[config.mk]
export PLATFORM = sky130hd
export DESIGN_NAME = bounded_deque_with_remove_core
export DESIGN_NICKNAME = d
export VERILOG_FILES = /design/src/sv/bdq_pkg.sv /design/src/sv/bdq_ram.sv /design/src/sv/bdq_dp.sv /design/src/sv/bdq_ctrl.sv /design/src/sv/bounded_deque_with_remove_core.sv
export SDC_FILE = /design/constraint.sdc
export NUM_CORES = 1
export LEC_CHECK = 0
export BUFFER_PORTS_ARGS = -buffer_cell sky130_fd_sc_hd__buf_2
export CORE_UTILIZATION = 40
export CTS_CLUSTER_DIAMETER = 120
export DETAILED_ROUTE_END_ITERATION = 8
export HOLD_SLACK_MARGIN = 0.05
export SYNTH_ARGS = -nofsm -noshare
export SYNTH_HDL_FRONTEND = slang
export SYNTH_SLANG_ARGS = --single-unit
[constraint.sdc]
create_clock -name clk_i -period 10.8 [get_ports clk_i]
set_input_delay 2.16 -clock clk_i [delete_from_list [all_inputs] [get_ports clk_i]]
set_output_delay 2.16 -clock clk_i [all_outputs]
set_load 0.01 [all_outputs]
[src/sv/bdq_pkg.sv]
// Shared types, codes and constants for the bounded deque with remove-by-value.
package bdq_pkg;

  // Default sizing of the entry store.
  localparam int unsigned DepthDef     = 16;
  localparam int unsigned DataWidthDef = 32;

  // Fixed widths of the item fields.
  localparam int unsigned FuncW   = 3;
  localparam int unsigned ValueW  = 32;
  localparam int unsigned StatusW = 2;
  localparam int unsigned CountW  = 5;

  // Request codes.
  typedef enum logic [FuncW-1:0] {
    FUNC_PUSH_BACK  = 3'd0,
    FUNC_PUSH_FRONT = 3'd1,
    FUNC_POP_BACK   = 3'd2,
    FUNC_POP_FRONT  = 3'd3,
    FUNC_REMOVE     = 3'd4
  } func_e;

  // Result status codes.
  typedef enum logic [StatusW-1:0] {
    STATUS_OK        = 2'd0,
    STATUS_EMPTY     = 2'd1,
    STATUS_NOT_FOUND = 2'd2,
    STATUS_FULL      = 2'd3
  } status_e;

  // Controller states.
  typedef enum logic [2:0] {
    ST_IDLE,
    ST_DECODE,
    ST_POP_WAIT,
    ST_SCAN,
    ST_SHIFT_RD,
    ST_SHIFT_WR
  } state_e;

  // Read address selection.
  typedef enum logic [2:0] {
    RD_BACK,
    RD_FRONT,
    RD_IDX,
    RD_NEXT,
    RD_NEXT2
  } rd_sel_e;

  // Write address and data selection.
  typedef enum logic [1:0] {
    WR_BACK,
    WR_FRONT,
    WR_SHIFT
  } wr_sel_e;

  // Source of the returned value.
  typedef enum logic [1:0] {
    RES_ZERO,
    RES_RDATA,
    RES_HELD
  } res_sel_e;

  // Input item.
  typedef struct packed {
    logic [FuncW-1:0]         func;
    logic signed [ValueW-1:0] item_value;
  } in_item_t;

  // Result item.
  typedef struct packed {
    logic [StatusW-1:0]       status;
    logic signed [ValueW-1:0] out_value;
    logic [CountW-1:0]        entry_count;
  } out_item_t;

  // Commands from the controller to the datapath.
  typedef struct packed {
    logic     capture;
    logic     rd_en;
    rd_sel_e  rd_sel;
    logic     wr_en;
    wr_sel_e  wr_sel;
    logic     idx_inc;
    logic     cnt_inc;
    logic     cnt_dec;
    logic     head_inc;
    logic     head_dec;
    logic     hold_rdata;
    logic     emit;
    status_e  status;
    res_sel_e res_sel;
  } dp_cmd_t;

  // Status from the datapath to the controller.
  typedef struct packed {
    func_e func;
    logic  empty;
    logic  full;
    logic  match;
    logic  last;
    logic  last2;
  } dp_sts_t;

endpackage

[src/sv/bdq_ram.sv]
// Generic single-write, single-read RAM with registered read data.
module bdq_ram #(
  parameter int unsigned Width = 32,
  parameter int unsigned Depth = 16
) (
  input  logic                     clk_i,
  input  logic                     we_i,
  input  logic [$clog2(Depth)-1:0] waddr_i,
  input  logic [Width-1:0]         wdata_i,
  input  logic                     re_i,
  input  logic [$clog2(Depth)-1:0] raddr_i,
  output logic [Width-1:0]         rdata_o
);

  logic [Width-1:0] mem_q [Depth];
  logic [Width-1:0] rdata_q;

  // Write port.
  always_ff @(posedge clk_i) begin
    if (we_i) begin
      mem_q[waddr_i] <= wdata_i;
    end
  end

  // Registered read port; the data holds until the next read.
  always_ff @(posedge clk_i) begin
    if (re_i) begin
      rdata_q <= mem_q[raddr_i];
    end
  end

  assign rdata_o = rdata_q;

endmodule

[src/sv/bdq_dp.sv]
// Datapath of the deque: entry store, head and fill registers, scan index and result register.
module bdq_dp #(
  parameter int unsigned DEPTH      = bdq_pkg::DepthDef,
  parameter int unsigned DATA_WIDTH = bdq_pkg::DataWidthDef
) (
  input  logic               clk_i,
  input  logic               rst_ni,
  input  bdq_pkg::in_item_t  in_item_i,
  input  bdq_pkg::dp_cmd_t   cmd_i,
  output bdq_pkg::dp_sts_t   sts_o,
  output bdq_pkg::out_item_t out_item_o
);
  import bdq_pkg::*;

  localparam int unsigned AW = $clog2(DEPTH);
  localparam int unsigned CW = $clog2(DEPTH + 1);
  localparam int unsigned SW = CW + 1;

  logic [AW-1:0]         head_q, head_d, head_dec_val;
  logic [CW-1:0]         cnt_q, cnt_d;
  logic [AW-1:0]         idx_q;
  logic [FuncW-1:0]      func_q;
  logic [DATA_WIDTH-1:0] value_q;
  logic [DATA_WIDTH-1:0] held_q;
  logic [DATA_WIDTH-1:0] rdata;
  logic [DATA_WIDTH-1:0] wdata;
  logic [DATA_WIDTH-1:0] res_val;
  logic [AW-1:0]         raddr, waddr;
  logic [SW-1:0]         idx_ext;
  out_item_t             out_q;

  // Maps an offset from the front entry to a store address.
  function automatic logic [AW-1:0] wrap(input logic [AW-1:0] head, input logic [SW-1:0] off);
    logic [SW-1:0] sum;
    sum = SW'(head) + off;
    if (sum >= SW'(DEPTH)) begin
      sum = sum - SW'(DEPTH);
    end
    return sum[AW-1:0];
  endfunction

  assign idx_ext      = SW'(idx_q);
  assign head_dec_val = (head_q == '0) ? AW'(DEPTH - 1) : head_q - AW'(1);

  // Read address selection.
  always_comb begin
    case (cmd_i.rd_sel)
      RD_BACK:  raddr = wrap(head_q, SW'(cnt_q) - SW'(1));
      RD_FRONT: raddr = head_q;
      RD_IDX:   raddr = wrap(head_q, idx_ext);
      RD_NEXT:  raddr = wrap(head_q, idx_ext + SW'(1));
      RD_NEXT2: raddr = wrap(head_q, idx_ext + SW'(2));
      default:  raddr = head_q;
    endcase
  end

  // Write address and data selection.
  always_comb begin
    wdata = value_q;
    case (cmd_i.wr_sel)
      WR_BACK:  waddr = wrap(head_q, SW'(cnt_q));
      WR_FRONT: waddr = head_dec_val;
      WR_SHIFT: begin
        waddr = wrap(head_q, idx_ext);
        wdata = rdata;
      end
      default:  waddr = head_q;
    endcase
  end

  bdq_ram #(
    .Width(DATA_WIDTH),
    .Depth(DEPTH)
  ) u_ram (
    .clk_i  (clk_i),
    .we_i   (cmd_i.wr_en),
    .waddr_i(waddr),
    .wdata_i(wdata),
    .re_i   (cmd_i.rd_en),
    .raddr_i(raddr),
    .rdata_o(rdata)
  );

  // Head and fill count updates.
  always_comb begin
    head_d = head_q;
    if (cmd_i.head_dec) begin
      head_d = head_dec_val;
    end else if (cmd_i.head_inc) begin
      head_d = (head_q == AW'(DEPTH - 1)) ? '0 : head_q + AW'(1);
    end
    cnt_d = cnt_q;
    if (cmd_i.cnt_inc) begin
      cnt_d = cnt_q + CW'(1);
    end else if (cmd_i.cnt_dec) begin
      cnt_d = cnt_q - CW'(1);
    end
  end

  always_ff @(posedge clk_i or negedge rst_ni) begin
    if (!rst_ni) begin
      head_q <= '0;
      cnt_q  <= '0;
    end else begin
      head_q <= head_d;
      cnt_q  <= cnt_d;
    end
  end

  // Request capture and scan index.
  always_ff @(posedge clk_i) begin
    if (cmd_i.capture) begin
      func_q  <= in_item_i.func;
      value_q <= DATA_WIDTH'(in_item_i.item_value);
      idx_q   <= '0;
    end else if (cmd_i.idx_inc) begin
      idx_q <= idx_q + AW'(1);
    end
    if (cmd_i.hold_rdata) begin
      held_q <= rdata;
    end
  end

  // Returned value selection.
  always_comb begin
    case (cmd_i.res_sel)
      RES_RDATA: res_val = rdata;
      RES_HELD:  res_val = held_q;
      default:   res_val = '0;
    endcase
  end

  // Output register.
  always_ff @(posedge clk_i) begin
    if (cmd_i.emit) begin
      out_q.status      <= cmd_i.status;
      out_q.out_value   <= ValueW'(res_val);
      out_q.entry_count <= CountW'(cnt_d);
    end
  end

  assign out_item_o = out_q;

  // Status toward the controller.
  assign sts_o.func  = func_e'(func_q);
  assign sts_o.empty = (cnt_q == '0);
  assign sts_o.full  = (cnt_q == CW'(DEPTH));
  assign sts_o.match = (rdata == value_q);
  assign sts_o.last  = ((idx_ext + SW'(1)) == SW'(cnt_q));
  assign sts_o.last2 = ((idx_ext + SW'(2)) >= SW'(cnt_q));

endmodule

[src/sv/bdq_ctrl.sv]
// Controller of the deque: request sequencing, handshakes and datapath commands.
module bdq_ctrl (
  input  logic              clk_i,
  input  logic              rst_ni,
  input  logic              in_valid_i,
  output logic              in_stall_o,
  output logic              out_valid_o,
  input  logic              out_stall_i,
  input  bdq_pkg::dp_sts_t  sts_i,
  output bdq_pkg::dp_cmd_t  cmd_o
);
  import bdq_pkg::*;

  state_e  state_q, state_d;
  logic    out_valid_q, out_valid_d;
  logic    out_free;
  dp_cmd_t cmd;

  // The output register can take a result when empty or being drained.
  assign out_free = !out_valid_q || !out_stall_i;

  // Next state and datapath commands.
  always_comb begin
    state_d     = state_q;
    cmd         = '0;
    cmd.rd_sel  = RD_IDX;
    cmd.wr_sel  = WR_BACK;
    cmd.status  = STATUS_OK;
    cmd.res_sel = RES_ZERO;
    case (state_q)
      ST_IDLE: begin
        if (in_valid_i) begin
          cmd.capture = 1'b1;
          state_d     = ST_DECODE;
        end
      end
      ST_DECODE: begin
        case (sts_i.func)
          FUNC_PUSH_BACK, FUNC_PUSH_FRONT: begin
            if (out_free) begin
              cmd.emit = 1'b1;
              if (sts_i.full) begin
                cmd.status = STATUS_FULL;
              end else begin
                cmd.wr_en    = 1'b1;
                cmd.cnt_inc  = 1'b1;
                cmd.wr_sel   = (sts_i.func == FUNC_PUSH_FRONT) ? WR_FRONT : WR_BACK;
                cmd.head_dec = (sts_i.func == FUNC_PUSH_FRONT);
              end
              state_d = ST_IDLE;
            end
          end
          FUNC_POP_BACK, FUNC_POP_FRONT: begin
            if (sts_i.empty) begin
              if (out_free) begin
                cmd.emit   = 1'b1;
                cmd.status = STATUS_EMPTY;
                state_d    = ST_IDLE;
              end
            end else begin
              cmd.rd_en  = 1'b1;
              cmd.rd_sel = (sts_i.func == FUNC_POP_FRONT) ? RD_FRONT : RD_BACK;
              state_d    = ST_POP_WAIT;
            end
          end
          FUNC_REMOVE: begin
            if (sts_i.empty) begin
              if (out_free) begin
                cmd.emit   = 1'b1;
                cmd.status = STATUS_EMPTY;
                state_d    = ST_IDLE;
              end
            end else begin
              cmd.rd_en  = 1'b1;
              cmd.rd_sel = RD_IDX;
              state_d    = ST_SCAN;
            end
          end
          default: begin
            // Unused request codes leave the store alone.
            if (out_free) begin
              cmd.emit = 1'b1;
              state_d  = ST_IDLE;
            end
          end
        endcase
      end
      ST_POP_WAIT: begin
        if (out_free) begin
          cmd.emit     = 1'b1;
          cmd.res_sel  = RES_RDATA;
          cmd.cnt_dec  = 1'b1;
          cmd.head_inc = (sts_i.func == FUNC_POP_FRONT);
          state_d      = ST_IDLE;
        end
      end
      ST_SCAN: begin
        // Compare the entry at the index while fetching the one after it.
        if (sts_i.match) begin
          cmd.hold_rdata = 1'b1;
          state_d        = ST_SHIFT_RD;
        end else if (sts_i.last) begin
          if (out_free) begin
            cmd.emit   = 1'b1;
            cmd.status = STATUS_NOT_FOUND;
            state_d    = ST_IDLE;
          end
        end else begin
          cmd.rd_en   = 1'b1;
          cmd.rd_sel  = RD_NEXT;
          cmd.idx_inc = 1'b1;
        end
      end
      ST_SHIFT_RD: begin
        if (sts_i.last) begin
          if (out_free) begin
            cmd.emit    = 1'b1;
            cmd.res_sel = RES_HELD;
            cmd.cnt_dec = 1'b1;
            state_d     = ST_IDLE;
          end
        end else begin
          cmd.rd_en  = 1'b1;
          cmd.rd_sel = RD_NEXT;
          state_d    = ST_SHIFT_WR;
        end
      end
      ST_SHIFT_WR: begin
        // Move the fetched entry into the gap and fetch the next one.
        cmd.wr_en   = 1'b1;
        cmd.wr_sel  = WR_SHIFT;
        cmd.idx_inc = 1'b1;
        if (sts_i.last2) begin
          state_d = ST_SHIFT_RD;
        end else begin
          cmd.rd_en  = 1'b1;
          cmd.rd_sel = RD_NEXT2;
        end
      end
      default: begin
        state_d = ST_IDLE;
      end
    endcase
  end

  // Result valid tracking.
  always_comb begin
    if (cmd.emit) begin
      out_valid_d = 1'b1;
    end else if (!out_stall_i) begin
      out_valid_d = 1'b0;
    end else begin
      out_valid_d = out_valid_q;
    end
  end

  always_ff @(posedge clk_i or negedge rst_ni) begin
    if (!rst_ni) begin
      state_q     <= ST_IDLE;
      out_valid_q <= 1'b0;
    end else begin
      state_q     <= state_d;
      out_valid_q <= out_valid_d;
    end
  end

  assign in_stall_o  = (state_q != ST_IDLE);
  assign out_valid_o = out_valid_q;
  assign cmd_o       = cmd;

endmodule

[src/sv/bounded_deque_with_remove_core.sv]
// Top level of the bounded deque with remove-by-value.
//
// A deque of up to DEPTH signed values kept in a circular RAM. Each request item
// pushes or pops at either end or removes the first entry from the front that
// equals the given value, closing the gap; each gives one result item with a
// status, the value popped or removed, and the new entry count. One request is
// worked at a time and the result sits in an output register, so the next
// request is taken while a result waits. A remove scans the entries from the
// front up to the match and then moves each entry after the match one place
// toward the front; a miss scans every entry held.
module bounded_deque_with_remove_core #(
  parameter int unsigned DEPTH      = bdq_pkg::DepthDef,
  parameter int unsigned DATA_WIDTH = bdq_pkg::DataWidthDef
) (
  input  logic               clk_i,
  input  logic               rst_ni,
  input  logic               in_valid_i,
  output logic               in_stall_o,
  input  bdq_pkg::in_item_t  in_item_i,
  output logic               out_valid_o,
  input  logic               out_stall_i,
  output bdq_pkg::out_item_t out_item_o
);
  import bdq_pkg::*;

  dp_cmd_t cmd;
  dp_sts_t sts;

  bdq_ctrl u_ctrl (
    .clk_i      (clk_i),
    .rst_ni     (rst_ni),
    .in_valid_i (in_valid_i),
    .in_stall_o (in_stall_o),
    .out_valid_o(out_valid_o),
    .out_stall_i(out_stall_i),
    .sts_i      (sts),
    .cmd_o      (cmd)
  );

  bdq_dp #(
    .DEPTH     (DEPTH),
    .DATA_WIDTH(DATA_WIDTH)
  ) u_dp (
    .clk_i     (clk_i),
    .rst_ni    (rst_ni),
    .in_item_i (in_item_i),
    .cmd_i     (cmd),
    .sts_o     (sts),
    .out_item_o(out_item_o)
  );

endmodule

Word level (Yosys, flattened, before mapping)
Memories as Yosys holds them, arrays and structs flattened. A register that Yosys moved wholly into a read port is not among the register bits.
Cells that the tools add are included.

storage, ports and cells
  memories kept = 1
  bits of input ports = 39
  bits in registers = 123
  RAM bits = 512
  word-level logic and storage cells = 152

cells by class
  equality and inequality tests = 24
  reductions and logical operators = 15
  muxes and demuxes = 77
  $add $sub $neg = 18
  $lt $le $gt $ge = 6

memories
  memory            words  width  rd ports  clocked after memory_dff  wr ports  RTL line       text
  u_dp.u_ram.mem_q  16     32     1         1                         1         bdq_ram.sv:15  logic [Width-1:0] mem_q [Depth];

operators by type and width
  operator             number
  $pmux 32 s2          1
  $mux 4               14
  $mux 3               17
  $eq 32x32->1         1
  $mux 32              1
  $pmux 4 s4           2
  $ge 6x5->1 const B   4
  $mux 1               24
  $sub 4x1->4 const B  6
  $add 4x5->6          3
  $eq 3x2->1 const B   6
  $pmux 3 s6           1
  $eq 3x3->1 const B   4
  $pmux 2 s2           3
  $pmux 3 s2           2
  $pmux 4 s3           1
  $mux 5               2
  $logic_not 3->1      3
  $add 4x1->4 const B  2
  $mux 2               4
  $pmux 4 s2           1
  $add 4x6->6          1
  $eq 3x1->1 const B   2
  $eq 6x5->1           1
  27 further kinds     34

Logic depth before layout (Yosys ltp)
  word-level depth = 8
  mapped depth = 20
  gate-level depth less buffers = 17

By module
Synthesis repeated with hierarchy kept, for this count alone.

unflattened totals
  cell total of the unflattened synthesis = 1390
  area, all modules = 26845.7 um^2

by module, submodules not included
  module    instances  area an instance (um^2)  cells an instance  sequential area each (um^2)
  bdq_ram   1          20155.6                  838                16335.7
  bdq_dp    1          6122.1                   470                3488.3
  bdq_ctrl  1          568.0                    82                 100.1

Least setup slack after synthesis
No wires, ideal clock.

  kind = input port to flip-flop
  start point = input port out_stall_i
  end point = memory u_dp.u_ram.mem_q[15][0], enable pin
  buffers on the path = 2
  library setup time = 421 ps
  setup slack = 5494 ps
  stages on the path = 10
  arrival time = 4885 ps
  path through = nand2_1 and3_1 clkbuf_1 and2_1 clkbuf_1 o21ai_0 o21ai_0 a21o_1 nand2_1 nor2_1

on the way
  longest elaborated chain between the ends = 7
  elaborated cells between the ends (all ways) = 11

RTL lines
  element                                   RTL line                              text
  start: declaration                        bounded_deque_with_remove_core.sv:21  input logic out_stall_i,
  $logic_not 1->1 (*)                       bdq_ctrl.sv:20                        assign out_free = !out_valid_q || !out_stall_i;
  $logic_or 1x1->1 (*)                      bdq_ctrl.sv:20
  $mux 3 (*)                                bdq_ctrl.sv:40                        if (out_free) begin
  $mux 3 (*)                                bdq_ctrl.sv:38                        case (sts_i.func)
  $pmux 3 s2 (*)                            bdq_ctrl.sv:30                        case (state_q)
  $eq 2x2->1, or another cell as far along  bdq_dp.sv:60                          case (cmd_i.wr_sel)
  $pmux 4 s3 or $mux 1 (tied branches)      bdq_dp.sv:60, bdq_ram.sv:21
  end: declaration                          bdq_ram.sv:15

Mark *: on every way between the ends. The rest lies on a longest branch, timed or not.

Final worst setup path
  start point = register u_dp.idx_q[2]
  end point = register u_dp.u_ram.rdata_q[23], in the netlist u_dp.u_ram.rdata_o[23], read port of u_dp.u_ram.mem_q, data pin

on the way
  longest elaborated chain between the ends = 7
  elaborated cells between the ends (all ways) = 25

RTL lines
  element                                              RTL line       text
  start: declaration                                   bdq_dp.sv:21   logic [AW-1:0] idx_q;
  start signal: assignment                             bdq_dp.sv:117  idx_q <= idx_q + AW'(1);
  branches (longest 7 deep; another with $add 4x5->6)  -
  end: declaration                                     bdq_ram.sv:16  logic [Width-1:0] rdata_q;

Several ways; the timed one is not identified.
A chain may end at the register's enable or synchronous reset.

==> impl_results.md <==
- Final hold vios: 0
- Post-Syn Area per Cell: about 13 um2
- Initial cell density of the core: 0.404
- Routed Antenna Nets: 0
- Die width: between 200 and 300 um
- CP Launch Type: flip-flop
- Starting DRC count in detailed routing: 1,950
- RSZ-0062 raised after global routing: false
- Reg2reg start: u_dp.idx_q[2]$_SDFFE_PP0P_
- WL/cell: 24.4 um
- Worst slack at placement: approximately 4700 ps
- CP bufs+invs: 4
- Yosys cell types: 55
- First-pass GRT wire length: ~110,000 um
- Final Slew Violations: 0
- CTS sink count: around 670
- 1st-pass router iterations: 5
- Worst Skew: between 20 and 25 ps
- Clock tree from TritonCTS: built
- HPWL Detailed: between 40,000 and 50,000 um
- Worst-skew pair later-pin latency: between 600 and 700 ps
- Io pins: 80
- Terminus of the critical flop-to-flop path: u_dp.u_ram.rdata_o[23]$_DFFE_PP_
- Core Rows: just under 100
- Clock Tree Buf Depth: 3
- Clk slew on worst S/H paths: roughly 60 ps
- RePlAce Congestion: 0.863
- CP max-delay cell: buf_4
- Minimum clock period: 6290 ps
- Pleak: roughly 0.011 uW
- Reg2Reg Depth: 17
- Crit path largest cell delay: a little under 700 ps
- DRC Markers: 0
- Post-synthesis sequential area ratio: 0.705
- HP Class: reg2reg
- Slew of the pin with the lowest slew margin: roughly 1200 ps
- Maximum operating frequency: roughly 0.16 GHz
- # fillers: just over 6,000
- Synthesis Warnings: 0
- Status: completed
- Register Area: 19,900 um2
- GR Overflow Total: 0
- WS Path Type: reg2reg
- Vias/cell: around 5.8
- Placed cells: 3,016
- Multi-input gate area: 7300 um2
- Critical Path RT: ~11,000 ps
- Worst-path cell chain: ha_1 > ha_1 > a21o_1 > a31oi_1 > o21ai_1 > nand2_1 > o21ai_0 > inv_1 > fa_1 > a31o_4 > buf_4 > a21oi_4 > buf_4 > buf_4 > nand2_1 > a311oi_1 > or4_1
- Crit-path most repeated cell: buf_4
- Post-Route Setup TNS: 0 ps
- Final WL: about 77,000 um
- R2R Setup Slk: between 4000 and 5000 ps
- CTS-repair resized insts: 0
- Mapped Nets: 2,189
- Hold Path End: u_dp.held_q[15]$_DFFE_PP_
- Share of cells above drive strength 1: 0.107
- Setup bufs post-CTS: 0
- Clk Tree Root Cell: clkbuf_16
- Final setup fails: 0
- Post-synth EDFFs: between 600 and 700
- Vias: between 15,000 and 20,000
- P per Cell Area: 306 nW/um2
- Area of the core: between 70,000 and 80,000 um2
- Yosys reg bits: between 600 and 700
- CTS Hold Buffers Added: 0
- Die outline height: 268 um
- Fin cells: 3,138
- Post-synth ARST share: 0.0195
- Hold Path Cell Cnt: 0
- Maxcap violations: 0
- Top delay family on crit path: compound AO/OA/AOI/OAI gates
- Nets: ~2,200
- Setup WS post-layout: approximately 4500 ps
- Vias in the first global route: between 15,000 and 20,000
- Largest net degree at the start of global routing: roughly 210
- Cell count after synthesis: between 2,000 and 2,500
- Cell Area, Synth: approximately 28,000 um2
- Slew headroom: 0.189
- Crit share post-route: 0.582
- Top_reg_cell synth: edfxtp_1
- CP Capture Type: flip-flop
- Crit path DAT: roughly 6800 ps
- Area Growth Syn to Fin: 12.4%
- GRT Overall Usage: 0.211
- Antenna violations before repair: 1
- Critical-path maximum fanout: 64
- Die Area: around 72,000 um2
- Number of port buffers: between 70 and 80
- Peak supply drop: between 0.0003 and 0.0004 V
- Hold_sp: u_dp.u_ram.rdata_o[15]$_DFFE_PP_
- CTS Buf Count: 68
- Total power: slightly below 10,000 uW
- # H-tree levels: 3
-- placed cells by master, fill, tap and decap left out, types with 7 or more instances in the layout --
| cell type | n |
|---|---|
| edfxtp_1 | 650 |
| nand2_1 | 381 |
| a211oi_1 | 261 |
| inv_1 | 154 |
| a311oi_1 | 129 |
| buf_2 | 79 |
| clkbuf_16 | 71 |
| nor2_1 | 55 |
| xor2_1 | 40 |
| buf_4 | 34 |
| a22oi_1 | 33 |
| or4_1 | 33 |
| ha_1 | 27 |
| a21oi_1 | 19 |
| clkbuf_1 | 19 |
| xnor2_1 | 18 |
| nor2_4 | 18 |
| o21ai_0 | 17 |
| nor3_1 | 13 |
| clkinv_1 | 13 |
| dfrtp_1 | 13 |
| nor4_1 | 10 |
| o211ai_1 | 9 |
| nand3_1 | 8 |
| clkinv_2 | 7 |
-- state kept, by name, indices dropped and copies added (netlist names), 4 cells and up --
register / flops
u_dp.cnt_q: 5
u_dp.head_q: 4
u_dp.held_q: 32
u_dp.idx_q: 4
u_dp.out_item_o: 39
u_dp.u_ram.mem_q: 512
u_dp.u_ram.rdata_o: 32
u_dp.value_q: 32
-- how the worst max path moves through the flow --
stage | startpoint | endpoint | slack [ps] | cells after the start
6_report | u_dp.idx_q[2]$_SDFFE_PP0P_ | u_dp.u_ram.rdata_o[23]$_DFFE_PP_ | 4510 | 17
2_1_floorplan | out_stall_i | u_dp.u_ram.mem_q[15][0]$_DFFE_PP_ | 5490 | 10
3_3_place_gp | u_dp.idx_q[2]$_SDFFE_PP0P_ | u_dp.u_ram.rdata_o[11]$_DFFE_PP_ | 4950 | 17
5_1_grt | u_dp.cnt_q[2]$_DFF_PN0_ | u_dp.u_ram.rdata_o[17]$_DFFE_PP_ | 4260 | 17
4_1_cts | u_dp.idx_q[2]$_SDFFE_PP0P_ | u_dp.u_ram.rdata_o[23]$_DFFE_PP_ | 4650 | 17
3_5_place_dp | u_dp.idx_q[2]$_SDFFE_PP0P_ | u_dp.u_ram.rdata_o[23]$_DFFE_PP_ | 4690 | 17
-- stage by stage --
stage / util / hold WS [ps] / area (um2)
finish: 0.454 / 533 / 31800
global route: 0.454 / 550 / 31800
CTS: 0.454 / 534 / 31800
detailed placement: 0.424 / 518 / 29700
global placement: 0.424 / 513 / 29700
floorplan: - / 493 / 28300
-- cell usage after synthesis, drive strengths merged (3+ instances only) --
cell type  instances  area share
nand3              8      0.0014
or4               33      0.0088
or3                3     0.00066
edfxtp           650        0.69
a21oi             20      0.0035
dfxtp              4      0.0028
fa                 4      0.0028
inv              154       0.020
and3               3     0.00066
nor2              73      0.0097
nand4              6      0.0013
o21a               4      0.0011
and2               4     0.00089
dfrtp             13       0.012
o21ai             18      0.0032
a211oi           262       0.070
a22oi             33      0.0088
a21o               6      0.0016
clkbuf           118       0.016
nor4              10      0.0022
a311oi           129       0.040
o211ai            10      0.0028
a31oi              4     0.00089
nand2b             6      0.0013
nor3              14      0.0025
xor2              40       0.012
ha                27       0.012
nand2            383       0.051
xnor2             18      0.0056
buf               40      0.0076
-- where the power goes --
part	switching [uW]	internal [uW]	total (uW)
Combinational	2720	1140	3850
Clock	973	1270	2240
Sequential	265	3360	3620
-- logic make-up (layout without fill, tap and decap cells) --
| family | count (synthesis) | count (layout) | share of synthesized area |
|---|---|---|---|
| compound gates | 499 | 499 | 0.136 |
| simple gates | 552 | 552 | 0.0827 |
| buf+inv | 312 | 390 | 0.0437 |
| fa+ha+maj | 31 | 31 | 0.0148 |
| xor+xnor | 58 | 58 | 0.0180 |
| flops | 667 | 667 | 0.705 |
| other cells | 0 | 1 | 0 |
-- layout make-up --
class                   instances  area share
flip-flops and latches        667       0.627
clock inverters                30     0.00709
diodes                          1   0.0000788
repair buffers                115      0.0217
inverters                     154      0.0182
clock buffers                  91      0.0586
multi-input cells            1140       0.230
well taps                     940      0.0370
-- metal layers --
metal / up-vias / routed length, um / part of all wire / global-route usage
met5: - / 0 / 0 / 0
met4: 0 / 1830 / 0.024 / 0.0714
met3: 125 / 6000 / 0.078 / 0.0288
met2: 799 / 37300 / 0.49 / 0.352
met1: 9222 / 31400 / 0.41 / 0.283
li1: 8097 / - / - / -
(Power assumes the default switching activity.)
